[config.mk]
export PLATFORM = sky130hd
export DESIGN_NAME = core_pool_allocator
export DESIGN_NICKNAME = d
export VERILOG_FILES = /design/src/hdl/cpa_pkg.sv /design/src/hdl/cpa_free_fifo.sv /design/src/hdl/core_pool_allocator.sv
export VERILOG_INCLUDE_DIRS = /design/src /design/src/hdl
export SDC_FILE = /design/constraint.sdc
export NUM_CORES = 1
export LEC_CHECK = 0
export BUFFER_PORTS_ARGS = -buffer_cell sky130_fd_sc_hd__clkbuf_2
export CORE_MARGIN = 3
export CORE_UTILIZATION = 57
export DETAILED_ROUTE_END_ITERATION = 10
export PLACE_DENSITY = 0.73
export SKIP_CTS_REPAIR_TIMING = 1
export SLEW_MARGIN = 5
export SYNTH_ARGS = -nofsm -noshare
export SYNTH_HDL_FRONTEND = slang
export SYNTH_HIERARCHICAL = 1
export SYNTH_SLANG_ARGS = --single-unit
export TNS_END_PERCENT = 30
[constraint.sdc]
create_clock -name i_clk -period 15.51 [get_ports i_clk]
set_clock_uncertainty 0.15 [all_clocks]
set_input_delay 3.102 -clock i_clk [delete_from_list [all_inputs] [get_ports i_clk]]
set_output_delay 3.102 -clock i_clk [all_outputs]
set_load 0.1 [all_outputs]
[src/hdl/core_pool_allocator_defines.svh]
// assertion macros shared by the core pool allocator
`ifndef CORE_POOL_ALLOCATOR_DEFINES_SVH
`define CORE_POOL_ALLOCATOR_DEFINES_SVH

// same-cycle implication, checked out of reset
`define CPA_ASSERT_IMP(lbl, ante, cons, msg) \
    lbl: assert property (@(posedge i_clk) disable iff (!i_rst_n) (ante) |-> (cons)) \
        else $error(msg);

// next-cycle implication, checked out of reset
`define CPA_ASSERT_NXT(lbl, ante, cons, msg) \
    lbl: assert property (@(posedge i_clk) disable iff (!i_rst_n) (ante) |=> (cons)) \
        else $error(msg);

`endif

[src/hdl/cpa_pkg.sv]
// shared types and constants of the core pool allocator
package cpa_pkg;

    localparam int CORE_W = 4;
    localparam int MASK_W = 16;
    localparam int PID_W  = 23;
    localparam int WANT_W = 5;

    localparam logic FUNC_SET = 1'b0;
    localparam logic FUNC_REL = 1'b1;

    localparam logic STAT_OK   = 1'b0;
    localparam logic STAT_FULL = 1'b1;

    // control of the free core queue
    typedef struct packed {
        logic              push;
        logic [CORE_W-1:0] push_core;
        logic              pop;
    } t_fifo_ctl;

endpackage

[src/hdl/cpa_free_fifo.sv]
// free core queue: ring buffer in a synchronous memory with an init sweep
module cpa_free_fifo #(
    parameter int DEPTH  = 16,
    parameter int INIT_N = 16
) (
    input  logic                      i_clk,
    input  logic                      i_rst_n,
    input  cpa_pkg::t_fifo_ctl        i_ctl,
    output logic [$clog2(DEPTH+1)-1:0] o_count,
    output logic [cpa_pkg::CORE_W-1:0] o_head_core,
    output logic                      o_ready
);

    localparam int AW    = (DEPTH > 1) ? $clog2(DEPTH) : 1;
    localparam int CNT_W = $clog2(DEPTH + 1);
    localparam logic [CNT_W-1:0] DEPTH_C  = CNT_W'(DEPTH);
    localparam logic [CNT_W-1:0] INIT_C   = CNT_W'(INIT_N);
    localparam logic [AW-1:0]    LAST_IDX = AW'(DEPTH - 1);

    logic [cpa_pkg::CORE_W-1:0] mem [DEPTH];

    logic                       r_init;
    logic [CNT_W-1:0]           r_init_idx;
    logic [AW-1:0]              r_head;
    logic [CNT_W-1:0]           r_count;
    logic [cpa_pkg::CORE_W-1:0] r_q;

    logic [CNT_W:0]             tail_sum;
    logic [AW-1:0]              tail;

    // tail position, head plus count modulo depth
    always_comb begin
        tail_sum = {1'b0, CNT_W'(r_head)} + {1'b0, r_count};
        if (tail_sum >= {1'b0, DEPTH_C}) begin
            tail_sum = tail_sum - {1'b0, DEPTH_C};
        end
        tail = tail_sum[AW-1:0];
    end

    // storage: init sweep, push at tail, registered read at head
    always_ff @(posedge i_clk) begin
        if (r_init) begin
            mem[r_init_idx[AW-1:0]] <= cpa_pkg::CORE_W'(r_init_idx);
        end else if (i_ctl.push && (r_count < DEPTH_C)) begin
            mem[tail] <= i_ctl.push_core;
        end
        if (i_ctl.pop) begin
            r_q <= mem[r_head];
        end
    end

    // pointers and sweep control
    always_ff @(posedge i_clk) begin
        if (!i_rst_n) begin
            r_init     <= 1'b1;
            r_init_idx <= '0;
            r_head     <= '0;
            r_count    <= INIT_C;
        end else begin
            if (r_init) begin
                r_init_idx <= r_init_idx + 1'b1;
                if (r_init_idx == INIT_C - 1'b1) begin
                    r_init <= 1'b0;
                end
            end else if (i_ctl.pop) begin
                r_head  <= (r_head == LAST_IDX) ? '0 : r_head + 1'b1;
                r_count <= r_count - 1'b1;
            end else if (i_ctl.push && (r_count < DEPTH_C)) begin
                r_count <= r_count + 1'b1;
            end
        end
    end

    assign o_count     = r_count;
    assign o_head_core = r_q;
    assign o_ready     = !r_init;

endmodule

[src/hdl/core_pool_allocator.sv]
// core pool allocator: free core queue plus per-application core stacks
//
// A request beat is taken when start is high and busy is low: func 0 sets the
// app's held core count to want_count (0 counts as 1) as far as free managed
// cores allow, func 1 releases all of the app's cores. mask_we writes
// managed_mask; the user must write it only while the block is idle, as the
// block itself does not enforce this. Results come back as beats marked by
// o_strobe, one cycle each; the receiver cannot stall them. A set lists the
// held cores bottom of stack first, with o_last on the final beat; every other
// outcome is a single beat with o_last. The pid table is scanned one slot a
// cycle from its memory; a release then pushes each held core back to the
// free queue, while a set compares counts, then shrinks by pushing surplus
// cores back or grows by examining free queue entries (one memory read then
// one write each), and lists the held cores, or gives one empty beat when
// none is held. Busy falls with the last beat; one request at a time.
// After reset the free queue memory is filled with cores 0 to
// min(NUM_CORES, 16) - 1 in ascending order while busy is high; mask writes
// are taken during that time.
`include "core_pool_allocator_defines.svh"

module core_pool_allocator #(
    parameter int NUM_CORES = 16,
    parameter int APP_SLOTS = 8
) (
    input  logic                        i_clk,
    input  logic                        i_rst_n,
    input  logic                        start,
    output logic                        busy,
    input  logic                        i_func,
    input  logic [cpa_pkg::PID_W-1:0]   i_app_id,
    input  logic [cpa_pkg::WANT_W-1:0]  i_want_count,
    input  logic                        i_mask_we,
    input  logic [cpa_pkg::MASK_W-1:0]  i_mask_wdata,
    output logic                        o_strobe,
    output logic [cpa_pkg::CORE_W-1:0]  o_core_id,
    output logic                        o_core_valid,
    output logic                        o_status,
    output logic                        o_last
);

    localparam int CW     = $clog2(NUM_CORES);
    localparam int HW     = $clog2(NUM_CORES + 1);
    localparam int SW     = (APP_SLOTS > 1) ? $clog2(APP_SLOTS) : 1;
    localparam int INIT_N = (NUM_CORES < 16) ? NUM_CORES : 16;
    localparam int CMPW   = (HW > cpa_pkg::WANT_W) ? HW : cpa_pkg::WANT_W;
    localparam logic [HW-1:0] NC_C      = HW'(NUM_CORES);
    localparam logic [SW-1:0] LAST_SLOT = SW'(APP_SLOTS - 1);

    localparam logic [3:0] ST_INIT   = 4'd0;
    localparam logic [3:0] ST_IDLE   = 4'd1;
    localparam logic [3:0] ST_SCAN   = 4'd2;
    localparam logic [3:0] ST_CMP    = 4'd3;
    localparam logic [3:0] ST_DEC    = 4'd4;
    localparam logic [3:0] ST_REL    = 4'd5;
    localparam logic [3:0] ST_ADJ    = 4'd6;
    localparam logic [3:0] ST_SHRINK = 4'd7;
    localparam logic [3:0] ST_GRD    = 4'd8;
    localparam logic [3:0] ST_GWR    = 4'd9;
    localparam logic [3:0] ST_LIST   = 4'd10;

    // memories
    logic [cpa_pkg::PID_W-1:0]  pid_mem   [APP_SLOTS];
    logic [HW-1:0]              hcnt_mem  [APP_SLOTS];
    logic [cpa_pkg::CORE_W-1:0] stack_mem [2**(SW+CW)];

    logic [3:0]                 r_state, n_state;
    logic [cpa_pkg::MASK_W-1:0] r_mask;
    logic [APP_SLOTS-1:0]       r_used, n_used;
    logic                       r_func, n_func;
    logic [cpa_pkg::PID_W-1:0]  r_pid, n_pid;
    logic [cpa_pkg::WANT_W-1:0] r_want, n_want;
    logic [SW-1:0]              r_idx, n_idx;
    logic [SW-1:0]              r_cidx;
    logic                       r_cv, n_cv;
    logic [cpa_pkg::PID_W-1:0]  r_pid_q;
    logic [HW-1:0]              r_hcq;
    logic                       r_found, n_found;
    logic                       r_free_v, n_free_v;
    logic [SW-1:0]              r_slot, n_slot;
    logic [SW-1:0]              r_fslot, n_fslot;
    logic [HW-1:0]              r_hcnt, n_hcnt;
    logic [HW-1:0]              r_k, n_k;
    logic [cpa_pkg::WANT_W-1:0] r_need, n_need;
    logic [HW-1:0]              r_tries, n_tries;
    logic                       r_sv, n_sv;
    logic                       r_slist, n_slist;
    logic                       r_slast, n_slast;
    logic [cpa_pkg::CORE_W-1:0] r_sq;
    logic                       r_res_v, n_res_v;
    logic                       r_res_stat, n_res_stat;

    logic [SW+CW-1:0]           s_rd_addr;
    logic                       s_wr_en;
    logic [SW+CW-1:0]           s_wr_addr;
    logic                       pid_we;
    logic                       hcnt_we;
    logic [CMPW-1:0]            hcnt_x, want_x;
    logic                       hit, unused;
    logic                       head_managed;
    logic                       fifo_pop;

    cpa_pkg::t_fifo_ctl         fifo_ctl;
    logic [HW-1:0]              fifo_count;
    logic [cpa_pkg::CORE_W-1:0] fifo_core;
    logic                       fifo_ready;

    cpa_free_fifo #(
        .DEPTH  (NUM_CORES),
        .INIT_N (INIT_N)
    ) u_free (
        .i_clk       (i_clk),
        .i_rst_n     (i_rst_n),
        .i_ctl       (fifo_ctl),
        .o_count     (fifo_count),
        .o_head_core (fifo_core),
        .o_ready     (fifo_ready)
    );

    assign hcnt_x       = CMPW'(r_hcnt);
    assign want_x       = CMPW'(r_want);
    assign hit          = r_used[r_cidx] && (r_pid_q == r_pid);
    assign unused       = !r_used[r_cidx];
    assign head_managed = r_mask[fifo_core];

    // sequencer
    always_comb begin
        n_state    = r_state;
        n_used     = r_used;
        n_func     = r_func;
        n_pid      = r_pid;
        n_want     = r_want;
        n_idx      = r_idx;
        n_cv       = 1'b0;
        n_found    = r_found;
        n_free_v   = r_free_v;
        n_slot     = r_slot;
        n_fslot    = r_fslot;
        n_hcnt     = r_hcnt;
        n_k        = r_k;
        n_need     = r_need;
        n_tries    = r_tries;
        n_sv       = 1'b0;
        n_slist    = r_slist;
        n_slast    = 1'b0;
        n_res_v    = 1'b0;
        n_res_stat = cpa_pkg::STAT_OK;
        s_rd_addr  = {r_slot, r_k[CW-1:0]};
        s_wr_en    = 1'b0;
        s_wr_addr  = {r_slot, r_hcnt[CW-1:0]};
        pid_we     = 1'b0;
        hcnt_we    = 1'b0;
        fifo_pop   = 1'b0;

        // compare stage of the pid scan
        if (r_cv) begin
            if (hit && !r_found) begin
                n_found = 1'b1;
                n_slot  = r_cidx;
                n_hcnt  = r_hcq;
            end
            if (unused && !r_free_v) begin
                n_free_v = 1'b1;
                n_fslot  = r_cidx;
            end
        end

        unique case (r_state)
            ST_INIT: begin
                if (fifo_ready) begin
                    n_state = ST_IDLE;
                end
            end
            ST_IDLE: begin
                if (start) begin
                    n_func   = i_func;
                    n_pid    = i_app_id;
                    n_want   = (i_want_count == '0) ? cpa_pkg::WANT_W'(1) : i_want_count;
                    n_idx    = '0;
                    n_found  = 1'b0;
                    n_free_v = 1'b0;
                    n_hcnt   = '0;
                    n_state  = ST_SCAN;
                end
            end
            ST_SCAN: begin
                n_cv = 1'b1;
                if (r_idx == LAST_SLOT) begin
                    n_state = ST_CMP;
                end else begin
                    n_idx = r_idx + 1'b1;
                end
            end
            ST_CMP: begin
                n_state = ST_DEC;
            end
            ST_DEC: begin
                if (r_func == cpa_pkg::FUNC_REL) begin
                    n_k = '0;
                    if (r_found) begin
                        n_state = ST_REL;
                    end else begin
                        n_res_v = 1'b1;
                        n_state = ST_IDLE;
                    end
                end else if (!r_found && !r_free_v) begin
                    n_res_v    = 1'b1;
                    n_res_stat = cpa_pkg::STAT_FULL;
                    n_state    = ST_IDLE;
                end else begin
                    if (!r_found) begin
                        n_slot                = r_fslot;
                        n_hcnt                = '0;
                        n_used[r_fslot]       = 1'b1;
                        pid_we                = 1'b1;
                    end
                    n_state = ST_ADJ;
                end
            end
            ST_REL: begin
                if (r_k < r_hcnt) begin
                    n_sv    = 1'b1;
                    n_slist = 1'b0;
                    n_k     = r_k + 1'b1;
                end else begin
                    n_used[r_slot] = 1'b0;
                    n_res_v        = 1'b1;
                    n_state        = ST_IDLE;
                end
            end
            ST_ADJ: begin
                n_k = '0;
                if (hcnt_x > want_x) begin
                    n_state = ST_SHRINK;
                end else if (hcnt_x < want_x) begin
                    n_need  = cpa_pkg::WANT_W'(want_x - hcnt_x);
                    n_tries = fifo_count;
                    n_state = ST_GRD;
                end else begin
                    n_state = ST_LIST;
                end
            end
            ST_SHRINK: begin
                if (hcnt_x > want_x) begin
                    s_rd_addr = {r_slot, CW'(r_hcnt - 1'b1)};
                    n_hcnt    = r_hcnt - 1'b1;
                    n_sv      = 1'b1;
                    n_slist   = 1'b0;
                end else begin
                    n_state = ST_LIST;
                end
            end
            ST_GRD: begin
                if ((r_tries != '0) && (r_need != '0) && (r_hcnt < NC_C)) begin
                    fifo_pop = 1'b1;
                    n_tries  = r_tries - 1'b1;
                    n_state  = ST_GWR;
                end else begin
                    n_state = ST_LIST;
                end
            end
            ST_GWR: begin
                if (head_managed) begin
                    s_wr_en = 1'b1;
                    n_hcnt  = r_hcnt + 1'b1;
                    n_need  = r_need - 1'b1;
                end
                n_state = ST_GRD;
            end
            ST_LIST: begin
                hcnt_we = 1'b1;
                if (r_hcnt == '0) begin
                    n_res_v = 1'b1;
                    n_state = ST_IDLE;
                end else begin
                    n_sv    = 1'b1;
                    n_slist = 1'b1;
                    n_k     = r_k + 1'b1;
                    if (r_k == r_hcnt - 1'b1) begin
                        n_slast = 1'b1;
                        n_state = ST_IDLE;
                    end
                end
            end
            default: begin
                n_state = ST_INIT;
            end
        endcase
    end

    // free queue control: pops from the sequencer, pushes of popped stack
    // entries or of an unmanaged head going round
    always_comb begin
        fifo_ctl.pop       = fifo_pop;
        fifo_ctl.push      = 1'b0;
        fifo_ctl.push_core = r_sq;
        if (r_sv && !r_slist) begin
            fifo_ctl.push = 1'b1;
        end else if ((r_state == ST_GWR) && !head_managed) begin
            fifo_ctl.push      = 1'b1;
            fifo_ctl.push_core = fifo_core;
        end
    end

    // slot table memories, read during the scan
    always_ff @(posedge i_clk) begin
        if (pid_we) begin
            pid_mem[r_fslot] <= r_pid;
        end
        if (hcnt_we) begin
            hcnt_mem[r_slot] <= r_hcnt;
        end
        r_pid_q <= pid_mem[r_idx];
        r_hcq   <= hcnt_mem[r_idx];
        r_cidx  <= r_idx;
    end

    // held core stacks
    always_ff @(posedge i_clk) begin
        if (s_wr_en) begin
            stack_mem[s_wr_addr] <= fifo_core;
        end
        r_sq <= stack_mem[s_rd_addr];
    end

    // control registers
    always_ff @(posedge i_clk) begin
        if (!i_rst_n) begin
            r_state    <= ST_INIT;
            r_mask     <= '1;
            r_used     <= '0;
            r_cv       <= 1'b0;
            r_sv       <= 1'b0;
            r_slist    <= 1'b0;
            r_slast    <= 1'b0;
            r_res_v    <= 1'b0;
            r_res_stat <= cpa_pkg::STAT_OK;
            r_found    <= 1'b0;
            r_free_v   <= 1'b0;
            r_hcnt     <= '0;
        end else begin
            r_state    <= n_state;
            r_used     <= n_used;
            r_cv       <= n_cv;
            r_sv       <= n_sv;
            r_slist    <= n_slist;
            r_slast    <= n_slast;
            r_res_v    <= n_res_v;
            r_res_stat <= n_res_stat;
            r_found    <= n_found;
            r_free_v   <= n_free_v;
            r_hcnt     <= n_hcnt;
            if (i_mask_we) begin
                r_mask <= i_mask_wdata;
            end
        end
    end

    // request payload and counters
    always_ff @(posedge i_clk) begin
        r_func  <= n_func;
        r_pid   <= n_pid;
        r_want  <= n_want;
        r_idx   <= n_idx;
        r_slot  <= n_slot;
        r_fslot <= n_fslot;
        r_k     <= n_k;
        r_need  <= n_need;
        r_tries <= n_tries;
    end

    // result beat
    assign busy         = (r_state != ST_IDLE);
    assign o_strobe     = r_res_v || (r_sv && r_slist);
    assign o_core_id    = r_res_v ? '0 : r_sq;
    assign o_core_valid = !r_res_v && r_sv && r_slist;
    assign o_status     = r_res_v && r_res_stat;
    assign o_last       = r_res_v || r_slast;

    `CPA_ASSERT_NXT(a_accept_busy, start && !busy, busy, "accepted request did not raise busy")
    `CPA_ASSERT_IMP(a_full_beat, o_strobe && o_status, o_last && !o_core_valid, "bad full beat")
    `CPA_ASSERT_IMP(a_hcnt_range, 1'b1, r_hcnt <= NC_C, "held count beyond core count")
    `CPA_ASSERT_IMP(a_init_quiet, r_state == ST_INIT, !o_strobe, "result beat during init")

endmodule

Yosys cells after proc, flatten, opt, wreduce, memory -nomap -nowiden
Memories as Yosys holds them, arrays and structs flattened. A register that Yosys moved wholly into a read port is not among the register bits.
Index checks and enable logic that the tools add are counted.
W data, S select, Z words.
{ "word_totals": {"register_bits": 112, "ramBits": 800, "input_bits": 49, "output_inout_bits": 9, "wordCells": 260, "memories": 4} }
{ "classes": {"add_sub_neg": 13, "magnitude_cmp": 12, "eq_ne": 34, "n_mux": 115, "bitwise": 7, "reduce_logical": 49} }
{ "mem_list": {"columns": ["memory", "depth", "width", "read_ports", "rd_clocked_by_memory_dff", "write_ports", "line_no", "rtl"], "rows": [
  ["stack_mem", 128, 4, 1, 1, 1, "core_pool_allocator.sv:64", "logic [cpa_pkg::CORE_W-1:0] stack_mem [2**(SW+CW)];"],
  ["pid_mem", 8, 23, 1, 1, 1, "core_pool_allocator.sv:62", "logic [cpa_pkg::PID_W-1:0] pid_mem [APP_SLOTS];"],
  ["u_free.mem", 16, 4, 1, 1, 1, "cpa_free_fifo.sv:20", "logic [cpa_pkg::CORE_W-1:0] mem [DEPTH];"],
  ["hcnt_mem", 8, 5, 1, 1, 1, "core_pool_allocator.sv:63", "logic [HW-1:0] hcnt_mem [APP_SLOTS];"]
]} }
{ "ops": {"columns": ["operator", "count"], "rows": [
  ["$mux W5", 20],
  ["$mux W4", 17],
  ["$mux W1", 48],
  ["$pmux W4 S11", 1],
  ["$pmux W5 S4", 2],
  ["$ne A2 B2 Y1 const B", 17],
  ["$mux W8", 4],
  ["$mux W3", 10],
  ["$eq A23 B23 Y1", 1],
  ["$add A5 B1 Y5 const B", 4],
  ["$pmux W5 S2", 2],
  ["$sub A5 B1 Y5 const B", 4],
  ["$eq A4 B3 Y1 const B", 4],
  ["$eq A4 B4 Y1 const B", 4],
  ["$pmux W8 S2", 1],
  ["$reduce_and A4 Y1", 4],
  ["$logic_and A1 B1 Y1", 15],
  ["$lt A3 B4 Y1 const B", 3],
  ["$logic_not A5 Y1", 2],
  ["$lt A5 B5 Y1", 2],
  ["$lt A5 B5 Y1 const B", 2],
  ["$reduce_bool A2 Y1", 5],
  ["$reduce_bool A5 Y1", 2],
  ["$pmux W1 S3", 3],
  ["36 further kinds", 53]
]} }

Depth between registers and ports, before layout
{ "logic_depth": {"ltp_word": 12, "mapped_depth": 17, "mapped_depth_nobuf": 11} }

Modules after synthesis
Netlist, hierarchy kept.
{ "modules_own_cells": {"columns": ["module", "instances", "cells_each", "area_per_inst_um2", "seq_area_each_um2"], "rows": [
  ["core_pool_allocator", 1, 2477, 35466.5, 25184.2],
  ["cpa_free_fifo", 1, 253, 3727.3, 2342.2]
]} }

Worst setup path before layout
No wires, ideal clock.
{ "synth_timing": {"path_kind": "flip-flop to output port", "startpoint": "register r_slist", "endpoint": "output port o_core_valid", "arrival_time_ns": 2.456, "setup_slack_ns": 9.802, "stages_incl_launch_ff": 3, "path_buffers": 0, "cell_sequence": "dfxtp_1 inv_1 nor3_1"} }
{ "synth_via": {"elab_chain_cells": 1} }
{ "synth_lines": {"columns": ["item", "line_no", "rtl"], "rows": [
  ["start: declaration", "core_pool_allocator.sv:86", "logic r_slist, n_slist;"],
  ["start signal: assignment", "core_pool_allocator.sv:345", "r_slist <= n_slist;"],
  ["$logic_and A1 B1 Y1", "core_pool_allocator.sv:375", "assign o_core_valid = !r_res_v && r_sv && r_slist;"],
  ["end: declaration", "core_pool_allocator.sv:36", "output logic o_core_valid,"]
]} }
Every way passes these cells.

Worst setup path after layout
{ "layout_timing": {"startpoint": "register r_hcnt[3] (netlist: hcnt_x[3])", "endpoint": "register r_sq[0] in the netlist's numbering, read port of stack_mem"} }
{ "layout_via": {"elab_chain_cells": 3} }
{ "layout_lines": {"columns": ["item", "line_no", "rtl"], "rows": [
  ["start: declaration", "core_pool_allocator.sv:81", "logic [HW-1:0] r_hcnt, n_hcnt;"],
  ["start signal: assignment", "core_pool_allocator.sv:351", "r_hcnt <= n_hcnt;"],
  ["$sub A5 B1 Y5 / $gt A5 B5 Y1 (equally long branches)", null, null],
  ["$mux W4 (*)", "core_pool_allocator.sv:243", "if (hcnt_x > want_x) begin"],
  ["$mux W4 (*)", "core_pool_allocator.sv:167", "unique case (r_state)"],
  ["end: declaration", "core_pool_allocator.sv:88", "logic [cpa_pkg::CORE_W-1:0] r_sq;"]
]} }
Mark *: on every way between the ends. The rest lies on a longest branch, timed or not.
A chain may end at the register's enable or synchronous reset.

==> impl_metrics.env <==
export IMPL_boundaryPins=58
export IMPL_grt_setup_unrepaired="false"
export IMPL_yosys_area_top_type_share_pct=65.4
export IMPL_synth_largest_area_cell="sky130_fd_sc_hd__edfxtp_1"
export IMPL_status="completed"
export IMPL_cts_buffer_depth=3
export IMPL_globalRouteMet2Util_pct=43.1
export IMPL_relSlewSlack_pct=19.3
export IMPL_antenna_found_initial=1
export IMPL_global_route_usage_met1_pct=37.1
export IMPL_syn_area_um2=39200
export IMPL_ff2ff_path_depth=12
export IMPL_totalWireLength_mm=98.3
export IMPL_yosys_cell_types_count=93
export IMPL_hold_path_class="reg2reg"
export IMPL_postSynth_asyncResetShare_pct=0
export IMPL_synthesis_yosys_warnings=6
export IMPL_cap_viol_max_count=0
export IMPL_timing_rr_end="r_sq[0]"
export IMPL_worstSetupStartpoint="hcnt_x[3]"
export IMPL_detail_route_drc_violations=0
export IMPL_layout_drive_gt1_share_pct=14.5
export IMPL_clkSlewWorstSetupHoldPaths_ps=70
export IMPL_critPathRequiredTime_ps=15900
export IMPL_grt_pass1_wl_mm=148
export IMPL_insertion_delay_ps=670
export IMPL_grt_start_max_net_pins=134
export IMPL_measured_slew_at_the_worst_slew_check_pin_ps=1210
export IMPL_core_area_um2=67600
export IMPL_cpMaxStageDelayCell="sky130_fd_sc_hd__dfxtp_1"
export IMPL_post_route_min_period_ps=6740
export IMPL_final_setup_fails=0
export IMPL_grt_busiest_layer="met2"
export IMPL_most_common_layout_cells="sky130_fd_sc_hd__edfxtp_1, sky130_fd_sc_hd__nand2_1, sky130_fd_sc_hd__nor2_1"
export IMPL_dp_hpwl_mm=59.6
export IMPL_finalWeightedCongestion=0.988
export IMPL_setup_tns_ps=0
export IMPL_final_common_cell="sky130_fd_sc_hd__edfxtp_1"
export IMPL_final_max_slew_viol_count=0
export IMPL_routed_wire_length_per_instance_um=26.4
export IMPL_worst_setup_path_type="reg2reg"
export IMPL_fillerInstances=4678
export IMPL_worst_ep_arrival_time_ps=7130
export IMPL_final_cell_count_no_fill=3723
export IMPL_p_per_area_nw_per_um2=126
export IMPL_drt_iter0_markers=3304
export IMPL_insertedDiodeCount=0
export IMPL_ant_nets=0
export IMPL_timing_rr_start="hcnt_x[3]"
export IMPL_final_hold_violation_count=0
export IMPL_finish_utilization_pct=64.3
export IMPL_synth_area_per_cell_um2=14.4
export IMPL_number_of_h_tree_levels=3
export IMPL_critPathCaptureType="flip-flop"
export IMPL_timing_critical_path_fanout_max=76
export IMPL_reg2reg_slack_ps=8770
export IMPL_clock_tree_root_cell="sky130_fd_sc_hd__clkbuf_16"
export IMPL_yosysSeqAreaShare_pct=70.2
export IMPL_setup_worst_path_start_class="flip-flop"
export IMPL_groute_layer_met3_usage_pct=5.24
export IMPL_power_ir_vdd_worst_mv=0.0989
export IMPL_vias=24400
export IMPL_setup_worst_path_end="r_sq[0]"
export IMPL_num_rows=95
export IMPL_area_growth_syn_to_layout_pct=10.9
export IMPL_fin_crit_sh_pct=43.5
export IMPL_max_stage_delay_ps=880
export IMPL_start_util_pct=58.0
export IMPL_grtUsageTotal_pct=27.5
export IMPL_placed_cells_incl_taps=3552
export IMPL_fmaxAchievable_mhz=148
export IMPL_cts_sink_count=948
export IMPL_final_net_count=2854
export IMPL_first_global_vias=23900
export IMPL_synth_main_ff_cell="sky130_fd_sc_hd__edfxtp_1"
export IMPL_synthesis_nets=2810
export IMPL_design_die_area_um2=71900
export IMPL_synth_seq_cells=948
export IMPL_worstPathCellList="clkinv_1 -> ha_1 -> and2_4 -> a221oi_2 -> nand3_2 -> nand2_4 -> buf_4 -> o211ai_1 -> a22o_1 -> a211oi_1 -> a31oi_1 -> or4_1"
export IMPL_cts_buffers=93
export IMPL_viasPerCell=6.54
export IMPL_io_buffer_count=57
export IMPL_grt_overflow_total=0
export IMPL_floorplan_die_height_um=268
export IMPL_cts_tree="built"
export IMPL_power_leakage_uw=0.0145
export IMPL_synth_edf_count=854
export IMPL_drt_pre_antenna_iters=6
export IMPL_die_width_um=268
export IMPL_post_synth_inst_count=2730
export IMPL_synth_area_leaders="sky130_fd_sc_hd__edfxtp_1, sky130_fd_sc_hd__dfxtp_1, sky130_fd_sc_hd__mux4_2"
-- worst max-delay path, delay by kind of cell, from the launching register on --
kind / cells / cell delay, ps
adder cells (fa/ha/maj): 1 / 530
buffers and inverters: 2 / 1410
AND/OR/NAND/NOR: 4 / 2020
flip-flops: 1 / 880
AO/OA/AOI/OAI: 5 / 1590
-- cell usage after synthesis, types with 18 or more instances --
master                     number
sky130_fd_sc_hd__a211oi_1      64
sky130_fd_sc_hd__a21boi_0      20
sky130_fd_sc_hd__a21oi_1       39
sky130_fd_sc_hd__a31oi_1       37
sky130_fd_sc_hd__a32oi_1       23
sky130_fd_sc_hd__and2_1        20
sky130_fd_sc_hd__and3_1        69
sky130_fd_sc_hd__buf_1         21
sky130_fd_sc_hd__buf_2         33
sky130_fd_sc_hd__clkbuf_1      98
sky130_fd_sc_hd__dfxtp_1       94
sky130_fd_sc_hd__edfxtp_1     854
sky130_fd_sc_hd__ha_1          28
sky130_fd_sc_hd__inv_1         34
sky130_fd_sc_hd__mux2_2        33
sky130_fd_sc_hd__mux2i_1       49
sky130_fd_sc_hd__mux4_2        79
sky130_fd_sc_hd__nand2_1      357
sky130_fd_sc_hd__nand3_1      124
sky130_fd_sc_hd__nand4_1       41
sky130_fd_sc_hd__nor2_1       206
sky130_fd_sc_hd__nor2b_1       22
sky130_fd_sc_hd__nor3_1        18
sky130_fd_sc_hd__o21a_1        23
sky130_fd_sc_hd__o21ai_0       73
sky130_fd_sc_hd__xnor2_1       28
sky130_fd_sc_hd__xor2_1        24
-- cell type report --
cell class / instances / area [um2] / area share (%)
flip-flops and latches: 948 / 27500 / 63.3
multi-input cells: 1585 / 10900 / 25.0
clock buffers: 123 / 2480 / 5.70
well taps: 873 / 1090 / 2.51
repair buffers: 111 / 703 / 1.62
clock inverters: 48 / 663 / 1.53
inverters: 35 / 131 / 0.302
-- routing by layer --
metal	up-vias	routed length [um]
li1	10600	-
met1	12100	37200
met2	1429	45700
met3	318	9570
met4	2	5840
met5	-	13
-- flip-flops by register name, indices dropped and copies added, names as in the netlist, 8 cells and up --
register,count
hcnt_mem,40
pid_mem,184
r_pid,23
stack_mem,512
r_used,8
r_pid_q,23
u_free/mem,64
r_mask,16
-- stage by stage --
stage               hold WS, ps  total power, uW  worst slack [ps]  area, um2
floorplan                   225             3150              9800      39200
global placement            302             3230              9060      40300
detailed placement          309             3240              8880      40300
CTS                         325             5520              8870      43500
global route                346             5650              8350      43500
finish                      320             5490              8770      43500
-- cells by family after synthesis --
kind of cell / share of synthesized area [%]
flip-flops: 70.2
AND/OR/NAND/NOR: 11.1
AO/OA/AOI/OAI: 7.52
buffers and inverters: 2.21
multiplexers: 6.74
XOR/XNOR: 1.16
adder cells (fa/ha/maj): 1.05
-- worst min-delay path by stage --
stage                           from          to  slack (ps)  depth (start not counted)
after global placement     r_mask[6]   r_mask[6]         300                          2
final                     r_mask[10]  r_mask[10]         320                          2
after global routing       r_mask[1]   r_mask[1]         350                          2
after CTS                  r_mask[3]   r_mask[3]         320                          2
after detailed placement   r_mask[3]   r_mask[3]         310                          2
after floorplan             r_idx[2]   r_cidx[2]         220                          0
-- power by group --
part           switching [uW]  internal, uW  total [uW]
clock                     961          1340        2300
combinational             172           147         319
sequential               51.6          2820        2870
(Power assumes the default switching activity.)
